--- src/sv/mup_pkg.sv ---
// Package for the MIDI to USB-MIDI event packet encoder.
// Status codes, code index numbers, state and packet types, message length and code index helpers.
// No dependencies.
package mup_pkg;

	localparam logic [7:0] SYSEX_START  = 8'hF0;
	localparam logic [7:0] SYSEX_END    = 8'hF7;
	localparam logic [7:0] REALTIME_MIN = 8'hF8;
	localparam logic [7:0] SYS_STATUS   = 8'hF0;
	localparam logic [7:0] SYS_MTC      = 8'hF1;
	localparam logic [7:0] SYS_SONG_POS = 8'hF2;
	localparam logic [7:0] SYS_SONG_SEL = 8'hF3;
	localparam logic [7:0] CHAN_TYPE_MASK = 8'hE0;
	localparam logic [7:0] CHAN_TWO_BYTE  = 8'hC0;

	localparam logic [3:0] CIN_SYSCOM2    = 4'h2;
	localparam logic [3:0] CIN_SYSCOM3    = 4'h3;
	localparam logic [3:0] CIN_SYSEX_CONT = 4'h4;
	localparam logic [3:0] CIN_SYSEX_END1 = 4'h5;
	localparam logic [3:0] CIN_SYSEX_END2 = 4'h6;
	localparam logic [3:0] CIN_SYSEX_END3 = 4'h7;
	localparam logic [3:0] CIN_REALTIME   = 4'hF;

	typedef struct packed {
		logic       sysex_active;
		logic [1:0] sysex_held;
		logic [7:0] sysex_byte0;
		logic [7:0] sysex_byte1;
		logic [7:0] msg_status;
		logic [1:0] msg_remaining;
		logic [7:0] msg_first_data;
	} mup_state_t;

	typedef struct packed {
		logic [3:0] code_index;
		logic [7:0] msg_byte0;
		logic [7:0] msg_byte1;
		logic [7:0] msg_byte2;
	} mup_pkt_t;

	// total message length in bytes for a non-SysEx status
	function automatic logic [1:0] msg_length(input logic [7:0] st);
		logic [1:0] n;
		if (st < SYS_STATUS) begin
			n = ((st & CHAN_TYPE_MASK) == CHAN_TWO_BYTE) ? 2'd2 : 2'd3;
		end else if (st == SYS_MTC || st == SYS_SONG_SEL) begin
			n = 2'd2;
		end else if (st == SYS_SONG_POS) begin
			n = 2'd3;
		end else begin
			n = 2'd1;
		end
		return n;
	endfunction

	function automatic logic [3:0] msg_cin(input logic [7:0] st, input logic [1:0] n);
		logic [3:0] c;
		if (st < SYS_STATUS) begin
			c = st[7:4];
		end else if (st >= REALTIME_MIN) begin
			c = CIN_REALTIME;
		end else if (n == 2'd1) begin
			c = CIN_SYSEX_END1;
		end else if (n == 2'd2) begin
			c = CIN_SYSCOM2;
		end else begin
			c = CIN_SYSCOM3;
		end
		return c;
	endfunction

endpackage

--- src/sv/mup_if.sv ---
// Valid/ready channel interfaces: raw MIDI bytes in, event packets out.
// No dependencies.
interface mup_byte_if;
	logic       valid;
	logic       ready;
	logic [7:0] midi_byte;
	logic       end_of_write;

	modport source (output valid, output midi_byte, output end_of_write, input ready);
	modport sink (input valid, input midi_byte, input end_of_write, output ready);
endinterface

interface mup_pkt_if;
	logic       valid;
	logic       ready;
	logic [3:0] code_index;
	logic [7:0] msg_byte0;
	logic [7:0] msg_byte1;
	logic [7:0] msg_byte2;

	modport source (output valid, output code_index, output msg_byte0, output msg_byte1,
		output msg_byte2, input ready);
	modport sink (input valid, input code_index, input msg_byte0, input msg_byte1,
		input msg_byte2, output ready);
endinterface

--- src/sv/midi_to_usb_midi_packetizer_core.sv ---
// MIDI byte stream to USB-MIDI 1.0 event packet encoder, cable 0, top level.
// Flow: a byte accepted is held in the input stage; its packet, if any, is loaded
// into the result register when the byte retires and is offered from then on.
// Throughput: one byte per cycle, limited only by the result register draining.
// Reset (arst_n low, asynchronous): both stages empty, parser state cleared.
// Depends on mup_pkg, mup_if.sv (mup_byte_if, mup_pkt_if) and mup_encoder.
module midi_to_usb_midi_packetizer_core (
	input  logic           clk,
	input  logic           arst_n,
	mup_byte_if.sink       midi_in,
	mup_pkt_if.source      pkt_out
);

	// input stage
	logic       valid_s1;
	logic [7:0] byte_s1;
	logic       eow_s1;

	// parser state and result register
	mup_pkg::mup_state_t state_q;
	mup_pkg::mup_state_t state_nxt;
	logic                out_valid_q;
	mup_pkg::mup_pkt_t   out_pkt_q;

	logic              pkt_valid;
	mup_pkg::mup_pkt_t pkt;
	logic              out_free;
	logic              advance;
	logic              in_take;

	// The result register can be overwritten when empty or being taken this cycle.
	// The input stage retires its byte whenever the result register can absorb it,
	// whether or not the byte yields a packet.
	assign out_free = !out_valid_q || pkt_out.ready;
	assign advance  = valid_s1 && out_free;
	assign midi_in.ready = !valid_s1 || out_free;
	assign in_take  = midi_in.valid && midi_in.ready;

	always_ff @(posedge clk or negedge arst_n) begin
		if (!arst_n) begin
			valid_s1 <= 1'b0;
		end else if (in_take) begin
			valid_s1 <= 1'b1;
		end else if (advance) begin
			valid_s1 <= 1'b0;
		end
	end

	always_ff @(posedge clk) begin
		if (in_take) begin
			byte_s1 <= midi_in.midi_byte;
			eow_s1  <= midi_in.end_of_write;
		end
	end

	mup_encoder u_encoder (
		.cur          (state_q),
		.midi_byte    (byte_s1),
		.end_of_write (eow_s1),
		.nxt          (state_nxt),
		.pkt_valid    (pkt_valid),
		.pkt          (pkt)
	);

	// parser state steps once per retired byte; the whole state clears on reset
	always_ff @(posedge clk or negedge arst_n) begin
		if (!arst_n) begin
			state_q <= '0;
		end else if (advance) begin
			state_q <= state_nxt;
		end
	end

	// result register
	always_ff @(posedge clk or negedge arst_n) begin
		if (!arst_n) begin
			out_valid_q <= 1'b0;
		end else if (out_free) begin
			out_valid_q <= advance && pkt_valid;
		end
	end

	always_ff @(posedge clk) begin
		if (advance && pkt_valid && out_free) begin
			out_pkt_q <= pkt;
		end
	end

	assign pkt_out.valid      = out_valid_q;
	assign pkt_out.code_index = out_pkt_q.code_index;
	assign pkt_out.msg_byte0  = out_pkt_q.msg_byte0;
	assign pkt_out.msg_byte1  = out_pkt_q.msg_byte1;
	assign pkt_out.msg_byte2  = out_pkt_q.msg_byte2;

endmodule

--- src/sv/mup_encoder.sv ---
// Per-byte encoder step: next state and an optional event packet.
// Depends on mup_pkg.
module mup_encoder (
	input  mup_pkg::mup_state_t cur,
	input  logic [7:0]          midi_byte,
	input  logic                end_of_write,
	output mup_pkg::mup_state_t nxt,
	output logic                pkt_valid,
	output mup_pkg::mup_pkt_t   pkt
);

	logic       active;
	logic [1:0] held;
	logic [1:0] n;

	always_comb begin
		nxt       = cur;
		pkt_valid = 1'b0;
		pkt       = '0;
		active    = cur.sysex_active;
		held      = cur.sysex_held;
		n         = mup_pkg::msg_length(cur.msg_status);

		if (cur.msg_remaining != 2'd0) begin
			if (cur.msg_remaining >= 2'd2) begin
				nxt.msg_first_data = midi_byte;
				nxt.msg_remaining  = 2'd1;
			end else begin
				nxt.msg_remaining = 2'd0;
				pkt_valid         = 1'b1;
				pkt.code_index    = mup_pkg::msg_cin(cur.msg_status, n);
				pkt.msg_byte0     = cur.msg_status;
				if (n == 2'd2) begin
					pkt.msg_byte1 = midi_byte;
				end else begin
					pkt.msg_byte1 = cur.msg_first_data;
					pkt.msg_byte2 = midi_byte;
				end
			end
		end else begin
			if (!active && midi_byte == mup_pkg::SYSEX_START) begin
				active = 1'b1;
				held   = 2'd0;
			end
			if (active) begin
				if (midi_byte == mup_pkg::SYSEX_END) begin
					pkt_valid = 1'b1;
					case (held)
						2'd0: begin
							pkt.code_index = mup_pkg::CIN_SYSEX_END1;
							pkt.msg_byte0  = midi_byte;
						end
						2'd1: begin
							pkt.code_index = mup_pkg::CIN_SYSEX_END2;
							pkt.msg_byte0  = cur.sysex_byte0;
							pkt.msg_byte1  = midi_byte;
						end
						default: begin
							pkt.code_index = mup_pkg::CIN_SYSEX_END3;
							pkt.msg_byte0  = cur.sysex_byte0;
							pkt.msg_byte1  = cur.sysex_byte1;
							pkt.msg_byte2  = midi_byte;
						end
					endcase
					active = 1'b0;
					held   = 2'd0;
				end else if (held >= 2'd2) begin
					pkt_valid      = 1'b1;
					pkt.code_index = mup_pkg::CIN_SYSEX_CONT;
					pkt.msg_byte0  = cur.sysex_byte0;
					pkt.msg_byte1  = cur.sysex_byte1;
					pkt.msg_byte2  = midi_byte;
					held           = 2'd0;
				end else begin
					if (held == 2'd0) begin
						nxt.sysex_byte0 = midi_byte;
					end else begin
						nxt.sysex_byte1 = midi_byte;
					end
					// flush partial chunk at end of write
					if (end_of_write) begin
						pkt_valid      = 1'b1;
						pkt.code_index = mup_pkg::CIN_SYSEX_CONT;
						if (held == 2'd0) begin
							pkt.msg_byte0 = midi_byte;
						end else begin
							pkt.msg_byte0 = cur.sysex_byte0;
							pkt.msg_byte1 = midi_byte;
						end
					end
					held = held + 2'd1;
				end
			end else if (midi_byte[7]) begin
				if (mup_pkg::msg_length(midi_byte) == 2'd1) begin
					pkt_valid      = 1'b1;
					pkt.code_index = mup_pkg::msg_cin(midi_byte, 2'd1);
					pkt.msg_byte0  = midi_byte;
				end else begin
					nxt.msg_status    = midi_byte;
					nxt.msg_remaining = mup_pkg::msg_length(midi_byte) - 2'd1;
				end
			end
			nxt.sysex_active = active;
			nxt.sysex_held   = held;
		end

		// each write starts fresh
		if (end_of_write) begin
			nxt.sysex_active  = 1'b0;
			nxt.sysex_held    = 2'd0;
			nxt.msg_status    = 8'h00;
			nxt.msg_remaining = 2'd0;
		end
	end

endmodule

--- src/flat_wrapper.sv ---
// flat-port wrapper written by rule: the top's interface ports become plain ports
module midi_to_usb_midi_packetizer_core_flat 
  (clk, arst_n, midi_in_valid, midi_in_midi_byte, midi_in_end_of_write, midi_in_ready, pkt_out_valid, pkt_out_code_index, pkt_out_msg_byte0, pkt_out_msg_byte1, pkt_out_msg_byte2, pkt_out_ready);
  mup_byte_if midi_in_i ();
  mup_pkt_if pkt_out_i ();
  input  logic clk;
  input  logic arst_n;
  input wire logic [$bits(midi_in_i.valid)-1:0] midi_in_valid;
  input wire logic [$bits(midi_in_i.midi_byte)-1:0] midi_in_midi_byte;
  input wire logic [$bits(midi_in_i.end_of_write)-1:0] midi_in_end_of_write;
  output wire logic [$bits(midi_in_i.ready)-1:0] midi_in_ready;
  output wire logic [$bits(pkt_out_i.valid)-1:0] pkt_out_valid;
  output wire logic [$bits(pkt_out_i.code_index)-1:0] pkt_out_code_index;
  output wire logic [$bits(pkt_out_i.msg_byte0)-1:0] pkt_out_msg_byte0;
  output wire logic [$bits(pkt_out_i.msg_byte1)-1:0] pkt_out_msg_byte1;
  output wire logic [$bits(pkt_out_i.msg_byte2)-1:0] pkt_out_msg_byte2;
  input wire logic [$bits(pkt_out_i.ready)-1:0] pkt_out_ready;
  assign midi_in_i.valid = midi_in_valid;
  assign midi_in_i.midi_byte = midi_in_midi_byte;
  assign midi_in_i.end_of_write = midi_in_end_of_write;
  assign midi_in_ready = midi_in_i.ready;
  assign pkt_out_valid = pkt_out_i.valid;
  assign pkt_out_code_index = pkt_out_i.code_index;
  assign pkt_out_msg_byte0 = pkt_out_i.msg_byte0;
  assign pkt_out_msg_byte1 = pkt_out_i.msg_byte1;
  assign pkt_out_msg_byte2 = pkt_out_i.msg_byte2;
  assign pkt_out_i.ready = pkt_out_ready;
  midi_to_usb_midi_packetizer_core u_core (.clk(clk), .arst_n(arst_n), .midi_in(midi_in_i), .pkt_out(pkt_out_i));
endmodule
--- config.mk ---
export PLATFORM = sky130hd
export DESIGN_NAME = midi_to_usb_midi_packetizer_core_flat
export DESIGN_NICKNAME = d
export VERILOG_FILES = /design/src/sv/mup_pkg.sv /design/src/sv/mup_if.sv /design/src/sv/midi_to_usb_midi_packetizer_core.sv /design/src/sv/mup_encoder.sv /design/src/flat_wrapper.sv
export SDC_FILE = /design/constraint.sdc
export NUM_CORES = 1
export LEC_CHECK = 0
export ABC_CLOCK_PERIOD_IN_PS = 3040
export BUFFER_PORTS_ARGS = -buffer_cell sky130_fd_sc_hd__buf_2
export CAP_MARGIN = 20
export CORE_ASPECT_RATIO = 1.75
export CORE_MARGIN = 5
export CORE_UTILIZATION = 25
export DETAILED_ROUTE_END_ITERATION = 12
export SLEW_MARGIN = 20
export SYNTH_ARGS = -nofsm -noshare
export SYNTH_HDL_FRONTEND = slang
export SYNTH_HIERARCHICAL = 1
export SYNTH_SLANG_ARGS = --single-unit
--- constraint.sdc ---
create_clock -name clk -period 3.04 [get_ports clk]
set_input_delay 0 -clock clk [delete_from_list [all_inputs] [get_ports clk]]
set_output_delay 0 -clock clk [all_outputs]
set_load 0.02 [all_outputs]
==> impl_metrics.py, run 1 <==
metrics = {
    "detailed_routing": {
        "via_per_inst": 5.10,
        "drt_iter0_drc": 193,
        "dr.pass1.iters": 4,
        "wire_per_inst_um": 18.8,
        "vias": 2927,
        "ant_nets": 0,
        "drc_errors": 0,
        "wl_um": 10800,
    },
    "pwr": {
        "p_leak_uw": 0.00212,
        "power_density_nw_per_um2": 626,
        "vdd_drop_max_mv": 0.232,
    },
    "cells_and_area": {
        "final_cell_area_um2": 4920,
        "fin_cells": 574,
        "fillers": 1645,
        "area_delta_synth_final_pct": 20.1,
        "drive_above_1_share_pct": 36.1,
        "diodes": 0,
        "num-nets-final": 391,
    },
    "sta": {
        "slew_violations": 0,
        "maxSlewHeadroom_pct": 38.5,
        "finalHoldViolations": 0,
        "setup_viol": 0,
        "tns_ns": 0,
        "fmax_mhz": 360,
        "fin_worst_skew_ns": 0.00772,
        "rsz0062_at_grt": "false",
        "min_period_ns": 2.78,
        "whs_ns": 0.371,
        "worstMarginPinSlew_ns": 0.923,
        "fin_crit_sh_pct": 91.3,
    },
    "global_routing": {
        "overflow": 0,
        "antenna_found_initial": 0,
        "first_global_vias": 3069,
        "grt_usage_pct": 11.6,
        "grt_max_degree": 40,
        "grt_pass1_wl_um": 17300,
    },
    "placed_design": {
        "dp_hpwl_um": 8070,
        "place_inst": 546,
        "port_buffers": 42,
        "place_area_um2": 4510,
        "place.gp.congestion": 0.871,
    },
    "clock_tree": {
        "cts_buffer_depth": 2,
        "postCtsResizedCells": 0,
        "cts_sinks": 76,
        "h-tree-depth": 3,
        "numCtsBuffers": 9,
        "clk_latency_ns": 0.33,
        "cts_tree": "yes",
        "cts-root-buf": "clkbuf_16",
        "post_cts_buffers": 0,
        "clk_pin_slew_ns": 0.06,
    },
    "critical_path": {
        "crit_required_ns": 3.26,
        "reg2reg_to": "u_core/state_q[15]",
        "crit_fanout": 12,
        "cpMostUsedCell": "inv_1",
        "critPathSlowestCell": "edfxtp_1",
        "startpoint_type": "flop",
        "slowest_delay_ns": 0.58,
        "rr_startpoint": "u_core/byte_s1[2]",
        "path_class": "flop to flop",
        "rrSetupSlack_ns": 0.26,
        "end_kind": "flop",
        "setup.worst_path.end": "u_core/state_q[15]",
        "arrival_ns": 3.00,
        "setup.worst_path.start": "u_core/byte_s1[2]",
        "path_cells": "or3b_2, o22ai_1, inv_1, ha_1, inv_1, o211a_1, mux2i_1, nor2_1, mux2_4",
        "reg2reg_depth": 9,
    },
    "synth": {
        "synth_mux_area_share_pct": 21.7,
        "yosys.area_share.simple_pct": 11.1,
        "yosysTopAreaCellShare_pct": 27.1,
        "synth_warnings": 6,
        "syn_inst": 321,
        "synth-edff-count": 37,
        "seq_area_frac_synth_pct": 50.9,
        "synth_fp_nets": 335,
        "synth_area_leaders": "edfxtp_1 27%, dfrtp_1 24%, mux2_4 11%",
        "synth_xor_area_share_pct": 0,
        "synth_fa_ha_area_share_pct": 0.305,
        "avgSynthCellArea_um2": 12.8,
        "ys_ff_latch": 76,
        "synth_top_cell_by_area": "edfxtp_1",
        "synth_ff_type": "dfrtp_1",
        "netlist_area_um2": 4100,
        "synth-async-reset-ratio_pct": 51.3,
        "synth_compound_gate_area_share_pct": 11.4,
        "synth_cell_types": 59,
        "synth_top_family_by_area": "multiplexers",
    },
    "outcome": {
        "status": "finished clean",
    },
    "floorplanning": {
        "boundaryPins": 43,
        "start_util_pct": 25.2,
        "die_w_um": 107,
        "die_area_um2": 19200,
        "die_y_um": 179,
        "design.core.area_um2": 16300,
        "num_rows": 62,
    },
    "job": {
        "cap_violations": 0,
    },
    "hold_path": {
        "hp-class": "input port to async pin",
    },
}
-- flip-flops by register name, indices dropped and copies added (netlist names) --
register	flops
u_core/byte_s1	8
u_core/eow_s1	1
u_core/pkt_out.code_index	4
u_core/pkt_out.msg_byte0	8
u_core/pkt_out.msg_byte1	8
u_core/pkt_out.msg_byte2	8
u_core/pkt_out.valid	1
u_core/state_q	37
u_core/valid_s1	1
-- logic make-up (layout without fill, tap and decap cells) --
| logic type | Yosys count | after routing |
|---|---|---|
| AO/OA/AOI/OAI | 65 | 65 |
| buffers and inverters | 32 | 93 |
| flip-flops | 76 | 76 |
| adder cells (fa/ha/maj) | 1 | 1 |
| AND/OR/NAND/NOR | 77 | 77 |
| multiplexers | 70 | 70 |
-- area by class of cell --
type,count,area (um^2),area share [%]
inverter,11,41.3,0.838
timing repair buffer,66,433,8.79
sequential,76,2090,42.4
tap,192,240,4.88
multi-input combinational,213,1830,37.2
clock buffer,9,225,4.57
clock inverter,7,67.6,1.37
-- worst min-delay path by stage --
stage                     cells past startpoint            startpoint              endpoint  slack, ns
after detailed placement                      1  midi_in_end_of_write         u_core/eow_s1       0.18
after global routing                          2  midi_in_midi_byte[6]     u_core/byte_s1[6]       0.38
after floorplan                               0                arst_n  u_core/pkt_out.valid      -0.30
final                                         2                arst_n    u_core/state_q[11]       0.37
after global placement                        1                arst_n    u_core/state_q[10]       0.18
after CTS                                     2  midi_in_end_of_write         u_core/eow_s1       0.37
-- stage by stage --
stage | utilization [%] | power, uW | setup slack, ns
floorplan | - | 1880 | 0.344
global placement | 27.7 | 2030 | 0.331
detailed placement | 27.7 | 2050 | 0.276
CTS | 30.2 | 3110 | 0.272
global route | 30.2 | 3220 | 0.143
finish | 30.2 | 3080 | 0.265
-- worst max-delay path, delay by kind of cell (launching register included) --
family / cells / cell delay (ns)
buffers and inverters: 2 / 0.16
adders and majority gates: 1 / 0.28
DFF: 1 / 0.58
muxes: 2 / 0.51
AOI/OAI and AO/OA: 2 / 0.57
and+or+nand+nor: 2 / 0.57
-- layer usage --
metal / track usage (%) / share of wire, % / vias to the layer above
met5: 0 / 0 / -
met1: 11.3 / 34 / 1495
met4: 6.96 / 4.0 / 0
met3: 1.90 / 3.8 / 20
li1: - / - / 1317
met2: 22.2 / 58 / 95
-- Yosys cell counts, types with 4 or more instances --
cell type  count
a21oi_1       10
a221o_1        5
a22o_1         5
a32oi_1        9
and2_1         4
buf_2          8
clkbuf_1       9
dfrtp_1       39
edfxtp_1      37
inv_1         11
mux2_1         9
mux2_2        22
mux2_4        30
mux2i_1        9
nand2_1       13
nand3_1        4
nor2_1        24
o21ai_0       14
-- power by group --
part / internal, uW / total, uW / switching [uW]
Clock: 630 / 1030 / 404
Combinational: 354 / 628 / 274
Sequential: 1240 / 1420 / 175
Total: 2230 / 3080 / 853
-- what timing repair did --
action                                  CTS  global route
endpoints found under the setup margin    0             0
hold buffers                             12             0
hold endpoints to repair                 50             0
-- cell usage in the layout (no fill, tap or decap), types with 3 or more instances in the layout --
cell type / netlist / routed
o211ai_1: 3 / 3
clkinvlp_4: 0 / 3
nor2_1: 24 / 23
mux2_1: 9 / 9
o21ai_0: 14 / 14
clkinv_2: 0 / 3
inv_1: 11 / 11
clkbuf_16: 0 / 9
mux2_4: 30 / 30
edfxtp_1: 37 / 37
buf_4: 0 / 11
a32oi_1: 9 / 9
and2_1: 4 / 4
nand3_1: 4 / 4
dlygate4sd3_1: 0 / 12
nor2b_1: 3 / 3
a22o_1: 5 / 5
a21o_1: 3 / 3
buf_2: 8 / 42
a221o_1: 5 / 5
a21oi_1: 10 / 10
nand2_1: 13 / 13
mux2_2: 22 / 22
mux2i_1: 9 / 9
dfrtp_1: 39 / 39
(Power assumes the default switching activity.)
==> inputs of run 2 (changes only) <==
- CORE_MARGIN: 5 -> 10
==> run 2 against run 1 <==
Clock power increased by 19%; via count is 2.3% lower; die area is 15% higher; non-clock buffer count fell by 3; design area increased by 0.46%; worst hold slack worse by 0.033 ns; sequential power hardly changed; largest power group unchanged; clock skew shrank 0.0012 ns; critical path depth unchanged; combinational power decreased by 0.8%; maximum frequency shrank 0.77%; setup slack worse by 0.022 ns.
==> impl_metrics.py, run 2 (synthesis gave the netlist of run 1 again) <==
metrics = {
    "critical_path": {
        "critPathSlowestCell": "edfxtp_1",
        "slowest_delay_ns": 0.59,
        "end_kind": "flop",
        "crit_fanout": 11,
        "arrival_ns": 3.03,
        "cp.buffers_inverters": 2,
        "path_cells": "or3b_2, o22ai_1, inv_1, ha_1, inv_1, o211a_1, mux2i_1, nor2_1, mux2_4",
        "crit_family": "compound AO/OA/AOI/OAI gates",
        "path_class": "flop to flop",
        "cpMostUsedCell": "inv_1",
        "startpoint_type": "flop",
        "crit_required_ns": 3.27,
    },
    "cells_and_area": {
        "diodes": 0,
        "fillers": 1642,
        "fin_cells": 568,
        "largest_reg_flops": 37,
        "final_cell_area_um2": 4950,
        "final_common_cell": "buf_2",
        "area_delta_synth_final_pct": 20.6,
        "largest-register": "u_core/state_q",
        "final_cell_mix": "42 x buf_2, 39 x dfrtp_1, 37 x edfxtp_1",
        "num-nets-final": 388,
        "drive_above_1_share_pct": 35.4,
    },
    "pwr": {
        "p_leak_uw": 0.00213,
        "vdd_drop_max_mv": 0.231,
        "finalPower_uw": 3260,
        "power_density_nw_per_um2": 660,
    },
    "detailed_routing": {
        "ant_nets": 0,
        "drc_errors": 0,
        "wire_per_inst_um": 19.1,
        "vias": 2859,
        "drt_iter0_drc": 124,
        "via_per_inst": 5.03,
        "wl_um": 10800,
        "dr.pass1.iters": 4,
    },
    "clock_tree": {
        "cts_buffer_depth": 2,
        "clk_pin_slew_ns": 0.06,
        "cts-root-buf": "clkbuf_16",
        "cts_hold_buffers": 12,
        "cts_tree": "yes",
        "postCtsResizedCells": 0,
        "numCtsBuffers": 9,
        "cts_sinks": 76,
        "h-tree-depth": 3,
        "post_cts_buffers": 0,
        "clk_latency_ns": 0.34,
    },
    "global_routing": {
        "first_global_vias": 3031,
        "grt_max_degree": 40,
        "antenna_found_initial": 0,
        "grt_usage_pct": 10.2,
        "overflow": 0,
        "grt_pass1_wl_um": 17300,
    },
    "sta": {
        "maxSlewHeadroom_pct": 36.3,
        "fin_worst_skew_ns": 0.00649,
        "fin_crit_sh_pct": 92.0,
        "setup_viol": 0,
        "fmax_mhz": 358,
        "min_period_ns": 2.80,
        "slew_violations": 0,
        "tns_ns": 0,
        "finalHoldViolations": 0,
        "whs_ns": 0.337,
        "rsz0062_at_grt": "false",
        "worstMarginPinSlew_ns": 0.955,
    },
    "floorplanning": {
        "die_y_um": 189,
        "boundaryPins": 43,
        "die_area_um2": 22100,
        "die_w_um": 117,
        "start_util_pct": 25.6,
        "design.core.area_um2": 16000,
        "num_rows": 61,
    },
    "placed_design": {
        "place_area_um2": 4490,
        "place.gp.congestion": 0.914,
        "dp_hpwl_um": 7860,
        "port_buffers": 42,
        "place_inst": 540,
    },
    "hold_path": {
        "hp-class": "input port to async pin",
    },
    "job": {
        "cap_violations": 0,
    },
    "outcome": {
        "status": "finished clean",
    },
}
[run 2: cell types whose count changed in the layout (fill, tap and decap cells not counted), sizes merged]
cell,delta
buf,-3
clkinvlp,-3
bufinv,+2
clkbuf,+1
clkinv,-1
inv,+1
[run 2: area by class of cell]
type | count | area (um^2) | area share, %
sequential | 76 | 2090 | 42.2
clock inverter | 6 | 113 | 2.28
multi-input combinational | 213 | 1830 | 37.0
timing repair buffer | 63 | 410 | 8.30
tap | 189 | 236 | 4.78
clock buffer | 10 | 229 | 4.63
inverter | 11 | 41.3 | 0.835
[run 2: report_power, final]
group	total [uW]	switching, uW	internal (uW)
combinational	623	271	352
clock	1230	425	805
sequential	1410	168	1240
total	3260	864	2400
[run 2: final timing paths]
kind / endpoint / from / slack (ns) / depth (start not counted)
hold / removal: u_core/state_q[11] / arst_n / 0.34 / 2
min in group clk: u_core/byte_s1[4] / midi_in_midi_byte[4] / 0.37 / 2
setup / recovery: u_core/state_q[15] / u_core/byte_s1[0] / 0.24 / 9
max in group asynchronous: u_core/state_q[23] / arst_n / 2.09 / 2
hold reg to reg: u_core/state_q[25] / u_core/state_q[25] / 0.53 / 1
setup reg to reg: u_core/state_q[15] / u_core/byte_s1[0] / 0.24 / 9
[run 2: through the flow]
stage | util, % | setup WS (ns)
final | 30.9 | 0.243
after global routing | 30.9 | 0.0407
after CTS | 30.9 | 0.241
after detailed placement | 28.0 | 0.257
after global placement | 28.0 | 0.370
after floorplan | - | 0.344
[run 2: routing by layer]
| layer | share of wire (%) | global-route usage [%] | vias up |
|---|---|---|---|
| met5 | 0 | 0 | - |
| met4 | 3.5 | 6.69 | 0 |
| met3 | 4.5 | 1.77 | 20 |
| met2 | 56 | 18.1 | 82 |
| met1 | 36 | 10.5 | 1444 |
| li1 | - | - | 1313 |
==> inputs of run 3 (changes only) <==
--- a/config.mk
+++ b/config.mk
@@ -7,2 +7,3 @@
 export LEC_CHECK = 0
+export ABC_AREA = 0
 export ABC_CLOCK_PERIOD_IN_PS = 3040
==> constraint.sdc (replaced) <==
create_clock -name clk -period 3.04 [get_ports clk]
set_input_delay 0.304 -clock clk [delete_from_list [all_inputs] [get_ports clk]]
set_output_delay 0.304 -clock clk [all_outputs]
set_load 0.02 [all_outputs]
==> run 3 against run 2 <==
Power is 0.38% lower; setup slack improved by 0.0058 ns; non-clock buffer count down 12; global-route usage is 0.084 points lower; largest cell class unchanged; largest power group unchanged; highest routed layer is now met5.
==> impl_metrics.py, run 3 (synthesis gave the netlist of run 1 again) <==
metrics = {
    "outcome": {
        "status": "finished clean",
    },
    "cells_and_area": {
        "final_cell_area_um2": 4830,
        "largest-register": "u_core/state_q",
        "diodes": 0,
        "final_common_cell": "buf_2",
        "final_cell_mix": "42 x buf_2, 39 x dfrtp_1, 37 x edfxtp_1",
        "area_delta_synth_final_pct": 17.7,
        "largest_reg_flops": 37,
        "drive_above_1_share_pct": 36.5,
        "num-nets-final": 376,
        "fin_cells": 556,
        "fin_util_pct": 30.1,
    },
    "floorplanning": {
        "num_rows": 61,
        "die_area_um2": 22100,
        "boundaryPins": 43,
        "design.core.area_um2": 16000,
        "start_util_pct": 25.6,
        "die_y_um": 189,
        "die_w_um": 117,
    },
    "detailed_routing": {
        "vias": 2813,
        "wire_per_inst_um": 19.3,
        "drc_errors": 0,
        "dr.pass1.iters": 4,
        "ant_nets": 0,
        "wl_um": 10800,
        "via_per_inst": 5.06,
        "drt_iter0_drc": 141,
    },
    "clock_tree": {
        "cts_hold_buffers": 0,
        "cts_tree": "yes",
        "numCtsBuffers": 9,
        "h-tree-depth": 3,
        "postCtsResizedCells": 0,
        "clk_pin_slew_ns": 0.06,
        "cts_buffer_depth": 2,
        "cts-root-buf": "clkbuf_16",
        "post_cts_buffers": 0,
        "cts_sinks": 76,
        "clk_latency_ns": 0.34,
    },
    "critical_path": {
        "path_class": "flop to flop",
        "end_kind": "flop",
        "crit_family": "flip-flops",
        "crit_required_ns": 3.27,
        "crit_cells": 9,
        "path_cells": "or3b_2, o22ai_1, inv_1, ha_1, inv_1, o211a_1, mux2i_1, nor2_1, mux2_4",
        "slowest_delay_ns": 0.60,
        "crit_fanout": 11,
        "cp.buffers_inverters": 2,
        "startpoint_type": "flop",
        "arrival_ns": 3.02,
        "cpMostUsedCell": "inv_1",
        "critPathSlowestCell": "edfxtp_1",
        "reg2reg_depth": 9,
    },
    "global_routing": {
        "grt_usage_pct": 10.1,
        "grt_pass1_wl_um": 17100,
        "first_global_vias": 2974,
        "grt_max_degree": 40,
        "overflow": 0,
        "antenna_found_initial": 1,
    },
    "sta": {
        "worstMarginPinSlew_ns": 0.942,
        "fin_crit_sh_pct": 91.8,
        "tns_ns": 0,
        "maxSlewHeadroom_pct": 37.2,
        "setup_viol": 0,
        "fmax_mhz": 358,
        "rsz0062_at_grt": "false",
        "fin_worst_skew_ns": 0.00653,
        "slew_violations": 0,
        "min_period_ns": 2.79,
        "layout_setup_ws_ns": 0.249,
        "finalHoldViolations": 0,
    },
    "placed_design": {
        "place_inst": 540,
        "place_area_um2": 4490,
        "port_buffers": 42,
        "dp_hpwl_um": 7860,
        "place_ws_ns": 0.257,
        "place.gp.congestion": 0.914,
    },
    "pwr": {
        "p_leak_uw": 0.00208,
        "power_density_nw_per_um2": 674,
        "vdd_drop_max_mv": 0.230,
    },
    "hold_path": {
        "hp-class": "input port to async pin",
    },
    "job": {
        "cap_violations": 0,
    },
}
run 3: cell types whose count changed in the layout (fill, tap and decap cells not counted):
cell / previous run / this run
dlygate4sd3_1: 12 / 0
run 3: final timing paths:
| path | startpoint | to | slack, ns |
|---|---|---|---|
| worst min-delay path | arst_n | u_core/state_q[11] | 0.09 |
| worst max register to register | u_core/byte_s1[0] | u_core/state_q[15] | 0.25 |
| max in group asynchronous | arst_n | u_core/state_q[23] | 2.34 |
| min in group clk | midi_in_midi_byte[1] | u_core/byte_s1[1] | 0.13 |
| worst max-delay path | u_core/byte_s1[0] | u_core/state_q[15] | 0.25 |
| worst min register to register | u_core/state_q[25] | u_core/state_q[25] | 0.53 |
run 3: layout make-up:
cell class | instances | area (um^2)
clock inverters | 6 | 113
fillers | 1647 | 11200
repair buffers | 51 | 290
well taps | 189 | 236
flip-flops and latches | 76 | 2090
multi-input cells | 213 | 1830
inverters | 11 | 41.3
clock buffers | 10 | 229
run 3: worst register-to-register path: stages (launching register included):
cell	delay, ns
edfxtp_1	0.60
or3b_2	0.49
o22ai_1	0.17
inv_1	0.07
ha_1	0.27
inv_1	0.09
o211a_1	0.41
mux2i_1	0.26
nor2_1	0.06
mux2_4	0.26
run 3: per-layer routing:
layer	GRT usage, %	share of wire, %	vias to the layer above
li1	-	-	1291
met1	10.4	36	1416
met2	17.9	55	80
met3	1.90	4.5	24
met4	6.69	3.8	2
met5	0	0.12	-
run 3: per-stage QoR:
stage               total power (uW)  hold slack [ns]
floorplan                       1880          0.00841
global placement                2020            0.485
detailed placement              2040            0.482
global route                    3400            0.125
CTS                             3280            0.124
finish                          3250           0.0930
run 3: report_power, final:
part | internal (uW) | total, uW | switching [uW]
registers | 1240 | 1410 | 168
logic | 342 | 609 | 267
clock network | 805 | 1230 | 427
